File: config.mk
export PLATFORM = sky130hd
export DESIGN_NAME = console_line_editor_unit_flat
export DESIGN_NICKNAME = d
export VERILOG_FILES = /design/src/design/cle_pkg.sv /design/src/design/cle_if.sv /design/src/design/cle_ctrl.sv /design/src/design/cle_dp.sv /design/src/design/console_line_editor_unit.sv /design/src/flat_wrapper.sv
export SDC_FILE = /design/constraint.sdc
export NUM_CORES = 1
export LEC_CHECK = 0
export BUFFER_PORTS_ARGS = -buffer_cell sky130_fd_sc_hd__buf_2
export CAP_MARGIN = 30
export CORE_MARGIN = 2
export CORE_UTILIZATION = 55
export DETAILED_ROUTE_END_ITERATION = 16
export GPL_ROUTABILITY_DRIVEN = 1
export PLACE_DENSITY = 0.78
export SYNTH_ARGS = -nofsm -noshare
export SYNTH_HDL_FRONTEND = slang
export SYNTH_SLANG_ARGS = --single-unit
File: constraint.sdc
create_clock -name clk_i -period 12.4 [get_ports clk_i]
set_input_delay 0.62 -clock clk_i [delete_from_list [all_inputs] [get_ports clk_i]]
set_output_delay 0.62 -clock clk_i [all_outputs]
set_load 0.005 [all_outputs]
File: src/design/cle_pkg.sv
// Shared constants and types for the console line editor.
`timescale 1ns / 1ps
package cle_pkg;

  localparam int BUFFER_DEPTH = 128;
  localparam int PTR_SPAN     = 2 * BUFFER_DEPTH;
  localparam int PTR_W        = $clog2(PTR_SPAN);
  localparam int SLOT_W       = $clog2(BUFFER_DEPTH);
  localparam int CHAR_W       = 8;
  localparam int KIND_W       = 2;
  localparam int ERASE_W      = 8;
  localparam int ERASE_MAX    = (1 << ERASE_W) - 1;

  typedef logic [PTR_W-1:0]  ptr_t;
  typedef logic [SLOT_W-1:0] slot_t;
  typedef logic [CHAR_W-1:0] char_t;
  typedef logic [KIND_W-1:0] kind_t;

  // result kinds
  localparam kind_t KIND_ECHO  = 2'd0;
  localparam kind_t KIND_ERASE = 2'd1;
  localparam kind_t KIND_DATA  = 2'd2;
  localparam kind_t KIND_EMPTY = 2'd3;

  // request function
  localparam logic FUNC_CHAR = 1'b0;
  localparam logic FUNC_READ = 1'b1;

  // control characters
  localparam char_t KEY_NUL  = 8'h00;
  localparam char_t KEY_EOF  = 8'h04;
  localparam char_t KEY_BS   = 8'h08;
  localparam char_t KEY_NL   = 8'h0A;
  localparam char_t KEY_CR   = 8'h0D;
  localparam char_t KEY_KILL = 8'h15;
  localparam char_t KEY_DEL  = 8'h7F;

  typedef struct packed {
    logic load_item;
    logic apply;
    logic apply_read;
  } cle_cmd_t;

  typedef struct packed {
    logic has_result;
    logic need_read;
    logic out_free;
  } cle_status_t;

endpackage

File: src/design/cle_if.sv
// Valid/ready channel interfaces for requests and results.
`timescale 1ns / 1ps
interface cle_in_if;
  import cle_pkg::*;
  logic  valid;
  logic  ready;
  logic  func;
  char_t char_in;

  modport source (output valid, output func, output char_in, input ready);
  modport sink (input valid, input func, input char_in, output ready);
endinterface

interface cle_out_if;
  import cle_pkg::*;
  logic               valid;
  logic               ready;
  kind_t              kind;
  char_t              data;
  logic [ERASE_W-1:0] erase_count;
  logic               line_committed;

  modport source (output valid, output kind, output data, output erase_count,
                  output line_committed, input ready);
  modport sink (input valid, input kind, input data, input erase_count,
                input line_committed, output ready);
endinterface

File: src/design/cle_ctrl.sv
// Sequencer: accepts a request, runs it through the datapath, retires it.
`timescale 1ns / 1ps
module cle_ctrl
  import cle_pkg::*;
(
  input  logic        clk_i,
  input  logic        rst_ni,
  input  logic        in_valid_i,
  output logic        in_ready_o,
  input  cle_status_t status_i,
  output cle_cmd_t    cmd_o
);

  localparam logic [1:0] ST_IDLE = 2'd0;
  localparam logic [1:0] ST_EXEC = 2'd1;
  localparam logic [1:0] ST_READ = 2'd2;

  logic [1:0] state_q, state_d;

  always_comb begin
    state_d    = state_q;
    in_ready_o = 1'b0;
    cmd_o      = '0;
    unique case (state_q)
      ST_IDLE: begin
        in_ready_o = 1'b1;
        if (in_valid_i) begin
          cmd_o.load_item = 1'b1;
          state_d         = ST_EXEC;
        end
      end
      ST_EXEC: begin
        if (status_i.need_read) begin
          state_d = ST_READ;
        end else if (!status_i.has_result) begin
          state_d = ST_IDLE;
        end else if (status_i.out_free) begin
          cmd_o.apply = 1'b1;
          state_d     = ST_IDLE;
        end
      end
      ST_READ: begin
        // store read data is registered; wait for room in the output stage
        if (status_i.out_free) begin
          cmd_o.apply_read = 1'b1;
          state_d          = ST_IDLE;
        end
      end
      default: begin
        state_d = ST_IDLE;
      end
    endcase
  end

  always_ff @(posedge clk_i or negedge rst_ni) begin
    if (!rst_ni) begin
      state_q <= ST_IDLE;
    end else begin
      state_q <= state_d;
    end
  end

endmodule

File: src/design/cle_dp.sv
// Datapath: line store, edit/commit/read pointers, decode and result register.
`timescale 1ns / 1ps
module cle_dp
  import cle_pkg::*;
(
  input  logic        clk_i,
  input  logic        rst_ni,
  input  logic        cfg_we_i,
  input  logic        cfg_wdata_i,
  input  logic        func_i,
  input  char_t       char_in_i,
  input  cle_cmd_t    cmd_i,
  output cle_status_t status_o,
  cle_out_if.source   out_o
);

  function automatic ptr_t ptr_inc(ptr_t p);
    return (p == PTR_W'(PTR_SPAN - 1)) ? '0 : p + 1'b1;
  endfunction

  function automatic ptr_t ptr_dec(ptr_t p);
    return (p == '0) ? PTR_W'(PTR_SPAN - 1) : p - 1'b1;
  endfunction

  function automatic ptr_t ptr_dist(ptr_t a, ptr_t b);
    return (a >= b) ? a - b : PTR_W'(int'(a) + PTR_SPAN - int'(b));
  endfunction

  function automatic slot_t slot_of(ptr_t p);
    return (p >= PTR_W'(BUFFER_DEPTH)) ? SLOT_W'(p - PTR_W'(BUFFER_DEPTH)) : SLOT_W'(p);
  endfunction

  function automatic logic [ERASE_W-1:0] sat_erase(ptr_t n);
    return (int'(n) > ERASE_MAX) ? ERASE_W'(ERASE_MAX) : ERASE_W'(n);
  endfunction

  char_t mem [BUFFER_DEPTH];
  char_t rd_data_q;

  logic  cr_to_newline_q;
  logic  func_q;
  char_t char_q;
  ptr_t  edit_q, edit_d;
  ptr_t  commit_q, commit_d;
  ptr_t  read_q;

  logic               out_valid_q;
  kind_t              out_kind_q;
  char_t              out_data_q;
  logic [ERASE_W-1:0] out_erase_q;
  logic               out_commit_q;

  logic               has_result, need_read, wr_en;
  kind_t              res_kind;
  char_t              res_data, wr_data;
  logic [ERASE_W-1:0] res_erase;
  logic               res_commit;
  ptr_t               kill_dist, edit_inc;

  assign kill_dist = ptr_dist(edit_q, commit_q);
  assign edit_inc  = ptr_inc(edit_q);

  always_comb begin
    has_result = 1'b0;
    need_read  = 1'b0;
    wr_en      = 1'b0;
    wr_data    = char_q;
    res_kind   = KIND_ECHO;
    res_data   = '0;
    res_erase  = '0;
    res_commit = 1'b0;
    edit_d     = edit_q;
    commit_d   = commit_q;
    if (func_q == FUNC_READ) begin
      if (read_q == commit_q) begin
        has_result = 1'b1;
        res_kind   = KIND_EMPTY;
      end else begin
        need_read = 1'b1;
      end
    end else begin
      unique case (char_q) inside
        KEY_KILL: begin
          if (kill_dist != '0) begin
            has_result = 1'b1;
            res_kind   = KIND_ERASE;
            res_erase  = sat_erase(kill_dist);
            edit_d     = commit_q;
          end
        end
        KEY_BS, KEY_DEL: begin
          if (edit_q != commit_q) begin
            has_result = 1'b1;
            res_kind   = KIND_ERASE;
            res_erase  = ERASE_W'(1);
            edit_d     = ptr_dec(edit_q);
          end
        end
        default: begin
          // drop NUL, anything on a full buffer, and CR when not mapped
          if (char_q != KEY_NUL
              && ptr_dist(edit_q, read_q) < PTR_W'(BUFFER_DEPTH)
              && !(char_q == KEY_CR && !cr_to_newline_q)) begin
            has_result = 1'b1;
            wr_en      = 1'b1;
            wr_data    = (char_q == KEY_CR) ? KEY_NL : char_q;
            res_kind   = KIND_ECHO;
            res_data   = wr_data;
            edit_d     = edit_inc;
            if (wr_data == KEY_NL || wr_data == KEY_EOF
                || ptr_dist(edit_inc, read_q) == PTR_W'(BUFFER_DEPTH)) begin
              res_commit = 1'b1;
              commit_d   = edit_inc;
            end
          end
        end
      endcase
    end
  end

  assign status_o.has_result = has_result;
  assign status_o.need_read  = need_read;
  assign status_o.out_free   = !out_valid_q || out_o.ready;

  // line store, one write and one registered read port
  always_ff @(posedge clk_i) begin
    if (cmd_i.apply && wr_en) begin
      mem[slot_of(edit_q)] <= wr_data;
    end
    rd_data_q <= mem[slot_of(read_q)];
  end

  always_ff @(posedge clk_i) begin
    if (cmd_i.load_item) begin
      func_q <= func_i;
      char_q <= char_in_i;
    end
    if (cmd_i.apply) begin
      out_kind_q   <= res_kind;
      out_data_q   <= res_data;
      out_erase_q  <= res_erase;
      out_commit_q <= res_commit;
    end else if (cmd_i.apply_read) begin
      out_kind_q   <= KIND_DATA;
      out_data_q   <= rd_data_q;
      out_erase_q  <= '0;
      out_commit_q <= 1'b0;
    end
  end

  always_ff @(posedge clk_i or negedge rst_ni) begin
    if (!rst_ni) begin
      cr_to_newline_q <= 1'b1;
      edit_q          <= '0;
      commit_q        <= '0;
      read_q          <= '0;
      out_valid_q     <= 1'b0;
    end else begin
      if (cfg_we_i) begin
        cr_to_newline_q <= cfg_wdata_i;
      end
      if (cmd_i.apply) begin
        edit_q   <= edit_d;
        commit_q <= commit_d;
      end
      if (cmd_i.apply_read) begin
        read_q <= ptr_inc(read_q);
      end
      if (cmd_i.apply || cmd_i.apply_read) begin
        out_valid_q <= 1'b1;
      end else if (out_o.ready) begin
        out_valid_q <= 1'b0;
      end
    end
  end

  assign out_o.valid          = out_valid_q;
  assign out_o.kind           = out_kind_q;
  assign out_o.data           = out_data_q;
  assign out_o.erase_count    = out_erase_q;
  assign out_o.line_committed = out_commit_q;

endmodule

File: src/design/console_line_editor_unit.sv
// Top level of the console line editor.
//
//   channel  dir  handshake          payload
//   in_i     in   valid/ready        func, char_in
//   out_o    out  valid/ready        kind, data, erase_count, line_committed
//   cfg      in   cfg_we_i, no wait  cfg_wdata_i = cr_to_newline
//
// A character transaction and a read that finds nothing pass through accept and
// execute; a read that returns data also takes a read step for the registered
// read port of the line store.
// Reset clears the pointers and sets cr_to_newline; store contents stay
// undefined and need no clearing pass. A result waits in the output register
// while the next transaction is accepted; its execution stalls only if it
// has a result and the output register is still full.
`timescale 1ns / 1ps
module console_line_editor_unit
  import cle_pkg::*;
(
  input  logic      clk_i,
  input  logic      rst_ni,
  input  logic      cfg_we_i,
  input  logic      cfg_wdata_i,
  cle_in_if.sink    in_i,
  cle_out_if.source out_o
);

  cle_cmd_t    cmd;
  cle_status_t status;
  logic        in_ready;

  assign in_i.ready = in_ready;

  cle_ctrl u_ctrl (
    .clk_i      (clk_i),
    .rst_ni     (rst_ni),
    .in_valid_i (in_i.valid),
    .in_ready_o (in_ready),
    .status_i   (status),
    .cmd_o      (cmd)
  );

  cle_dp u_dp (
    .clk_i       (clk_i),
    .rst_ni      (rst_ni),
    .cfg_we_i    (cfg_we_i),
    .cfg_wdata_i (cfg_wdata_i),
    .func_i      (in_i.func),
    .char_in_i   (in_i.char_in),
    .cmd_i       (cmd),
    .status_o    (status),
    .out_o       (out_o)
  );

endmodule

File: src/flat_wrapper.sv
// flat-port wrapper written by rule: the top's interface ports become plain ports
module console_line_editor_unit_flat import cle_pkg::*;
  (clk_i, rst_ni, cfg_we_i, cfg_wdata_i, in_i_valid, in_i_func, in_i_char_in, in_i_ready, out_o_valid, out_o_kind, out_o_data, out_o_erase_count, out_o_line_committed, out_o_ready);
  cle_in_if in_i_i ();
  cle_out_if out_o_i ();
  input  logic clk_i;
  input  logic rst_ni;
  input  logic cfg_we_i;
  input  logic cfg_wdata_i;
  input wire logic [$bits(in_i_i.valid)-1:0] in_i_valid;
  input wire logic [$bits(in_i_i.func)-1:0] in_i_func;
  input wire logic [$bits(in_i_i.char_in)-1:0] in_i_char_in;
  output wire logic [$bits(in_i_i.ready)-1:0] in_i_ready;
  output wire logic [$bits(out_o_i.valid)-1:0] out_o_valid;
  output wire logic [$bits(out_o_i.kind)-1:0] out_o_kind;
  output wire logic [$bits(out_o_i.data)-1:0] out_o_data;
  output wire logic [$bits(out_o_i.erase_count)-1:0] out_o_erase_count;
  output wire logic [$bits(out_o_i.line_committed)-1:0] out_o_line_committed;
  input wire logic [$bits(out_o_i.ready)-1:0] out_o_ready;
  assign in_i_i.valid = in_i_valid;
  assign in_i_i.func = in_i_func;
  assign in_i_i.char_in = in_i_char_in;
  assign in_i_ready = in_i_i.ready;
  assign out_o_valid = out_o_i.valid;
  assign out_o_kind = out_o_i.kind;
  assign out_o_data = out_o_i.data;
  assign out_o_erase_count = out_o_i.erase_count;
  assign out_o_line_committed = out_o_i.line_committed;
  assign out_o_i.ready = out_o_ready;
  console_line_editor_unit u_core (.clk_i(clk_i), .rst_ni(rst_ni), .cfg_we_i(cfg_we_i), .cfg_wdata_i(cfg_wdata_i), .in_i(in_i_i), .out_o(out_o_i));
endmodule
==> results_dict.tcl <==
set metrics [dict create \
    status "complete, but fails checks" \
    drive_above_1_share_pct 25.4 \
    worst_setup_path_start_kind "register" \
    fp-row-count 103 \
    core_area_sq_um 78600 \
    synth_cells 2098 \
    start_util_pct 55.4 \
    routedWlPerCell_microns 31.6 \
    cp.required_ns 12.71 \
    hold_violations 2 \
    use_met1_pct 38.3 \
    fin_crit_sh_pct 48.4 \
    worstMarginPinSlew_ns 1.12 \
    drc 0 \
    io_buffers 35 \
    clock_latency_ns 0.68 \
    skew_ns 0.0329 \
    clk_path_buf_depth 3 \
    pwr_density_cell_nw_per_um2 205 \
    postLayoutCoreUtil_pct 61.3 \
    hold_ws_ns -0.00287 \
    via_per_inst 6.73 \
    gp_congestion 0.964 \
    ioPinCount 36 \
    power_mw 9.86 \
    synth_common_cells "edfxtp_1 (1052), mux4_2 (308), nor2_1 (166)" \
    timing.critical_path.cells "buf_4 > inv_1 > ha_1 > a21oi_1 > o21ai_0 > a21oi_1 > mux2_2 > nor3_4 > nand4_1 > buf_4 > nor2_1" \
    rsz0062_at_grt "false" \
    synth_edf_count 1052 \
    synth_top_area_share_pct 72.6 \
    end_kind "register" \
    violations "negative hold slack" \
    ctsHoldBuffers 0 \
    cts_root_buffer "clkbuf_16" \
    slowest_delay_ns 0.89 \
    dr.first_iter.drc_count 3052 \
    dp_hpwl_microns 60700 \
    grtUsageMet2_pct 40.0 \
    critPathSlowestCell "nand4_1" \
    syn_area_sq_um 43500 \
    grt_pass1_wl_microns 155000 \
    post_cts_resized 0 \
    antenna_found_initial 1 \
    use_met3_pct 4.84 \
    antenna_cells 0 \
    syn_avg_cell_area_sq_um 20.7 \
    r2r_start "u_core.u_dp.read_q[2]$_DFFE_PN0P_" \
    overflow 0 \
    cts_setup_buffers 0 \
    htree_levels 3 \
    drtAntennaViolNets 0 \
    yosysWarnings 0 \
    clk_pin_slew_ns 0.07 \
    yosysMostFrequentCell "edfxtp_1" \
    maxSlewViolCount 0 \
    die_w_microns 285 \
    period_minus_slack_ns 6.01 \
    cts_buffers 101 \
    synth-seq-area-share_pct 74.6 \
    grt_max_degree 77 \
    drv_cap 0 \
    tns_ns 0 \
    cts_tree "yes" \
    cp_top_family "simple AND/OR/NAND/NOR gates" \
    peakVddDrop_uv 176 \
    max_freq_ghz 0.167 \
    vias 22200 \
    routed_wl_microns 104000 \
    grt.busiest_layer "met2" \
    syn_nets 2139 \
    postLayoutCellArea_sq_um 48200 \
    path_max_fanout 54 \
    crit_buf_inv 3 \
    grt_pass1_vias 21800 \
    fin_nets 2204 \
    cellLeakagePower_nw 15.0 \
    path_class "reg -> reg" \
    synth_cell_types 72 \
    finalSetupViolCount 0 \
    maxSlewHeadroom_pct 25.3 \
    ys_ff_latch 1088 \
    dieArea_sq_um 81400 \
    syn2layout_area_growth_pct 10.8 \
    drtPass1Iterations 5 \
    async_reset_ff_share_pct 2.57 \
    crit_path_start "u_core.u_dp.read_q[2]$_DFFE_PN0P_" \
    track_usage_pct 26.1 \
    cts.sinks 1088 \
    hp-class "in -> async" \
    synth_area_leaders "edfxtp_1 (73%), mux4_2 (16%), dfrtp_1 (1.6%)" \
    place_area_sq_um 44800 \
    arrival_ns 6.31 \
    synth.largest_area_cell "edfxtp_1" \
    die_height_microns 285 \
    synth-main-ff-cell "edfxtp_1" \
]
## cells in the final DEF (no fill, tap or decap), drive strengths merged, types with 5 or more instances in the layout
cell,synthesis,layout
nand4,22,22
bufinv,0,12
xnor2,26,26
nor2b,15,15
o21a,5,5
clkinvlp,0,8
buf,63,72
a31oi,6,6
a21oi,17,17
a22o,7,7
dfrtp,27,27
inv,24,28
and2,5,5
clkbuf,47,112
nor2,166,166
o22ai,6,6
nor3,17,17
a211oi,8,8
ha,24,24
o21ai,20,20
nand2b,5,5
nand2,72,72
mux2,14,14
dfxtp,8,8
xor2,6,6
a221oi,8,8
nand3,23,23
mux4,308,308
mux2i,22,22
a22oi,19,19
edfxtp,1052,1052
clkinv,1,53
## power by group
part	switching [mW]	internal [mW]	leakage (nW)
clock	1.37	1.76	1.61
sequential	0.0898	4.11	9.87
combinational	1.36	1.17	3.50
## worst paths after layout
path | cells after the start | slack [ns] | end
worst max register to register | 11 | 6.39 | u_core.u_dp.mem[13][1]$_DFFE_PP_
min in group clk_i | 1 | 0.12 | u_core.u_dp.char_q[5]$_DFFE_PP_
worst min-delay path | 1 | -0.003 | u_core.u_ctrl.state_q[0]$_DFFE_PN0P_
worst min register to register | 1 | 0.61 | u_core.u_dp.commit_q[3]$_DFFE_PN0P_
worst max-delay path | 11 | 6.39 | u_core.u_dp.mem[13][1]$_DFFE_PP_
max in group asynchronous | 1 | 11.83 | u_core.u_dp.read_q[0]$_DFFE_PN0P_
## flip-flops by register name (all words and copies together), names as in the netlist, 8 cells and up
signal and cells:
u_core.u_dp.char_q 8, u_core.u_dp.commit_q 8, u_core.u_dp.edit_q 8, u_core.u_dp.mem 1024, u_core.u_dp.out_o.data 8, u_core.u_dp.out_o.erase_count 8, u_core.u_dp.rd_data_q 8, u_core.u_dp.read_q 8
## per-layer routing
metal | up-vias | wire, microns
li1 | 8815 | -
met1 | 11600 | 40100
met2 | 1569 | 49700
met3 | 223 | 10900
met4 | 2 | 3700
met5 | - | 13
## metrics by stage
step | instances | setup WS (ns)
final | 3298 | 6.39
after detailed placement | 3106 | 6.72
after CTS | 3294 | 6.54
after global placement | 3105 | 6.92
after floorplan | 2098 | 6.06
after global routing | 3298 | 6.18
## logic make-up (layout without fill, tap and decap cells)
family                     after synthesis  in the layout  synth area share [%]
AOI/OAI and AO/OA                      128            128                  2.13
xor gates and xnor gates                32             32                 0.644
adders and majority gates               26             26                 0.782
buffers and inverters                  135            285                  1.42
DFF                                   1088           1088                  74.6
muxes                                  344            344                  16.8
and+or+nand+nor                        345            345                  3.66
## cell type report
type / instances / area (sq um)
Sequential cell: 1088 / 32500
Fill cell: 5191 / 30400
Multi-Input combinational cell: 875 / 10500
Clock buffer: 112 / 2590
Tap cell: 1050 / 1310
Clock inverter: 76 / 729
Timing Repair Buffer: 72 / 546
Inverter: 25 / 95.1
Note: power is estimated with default switching activity, not from simulation.
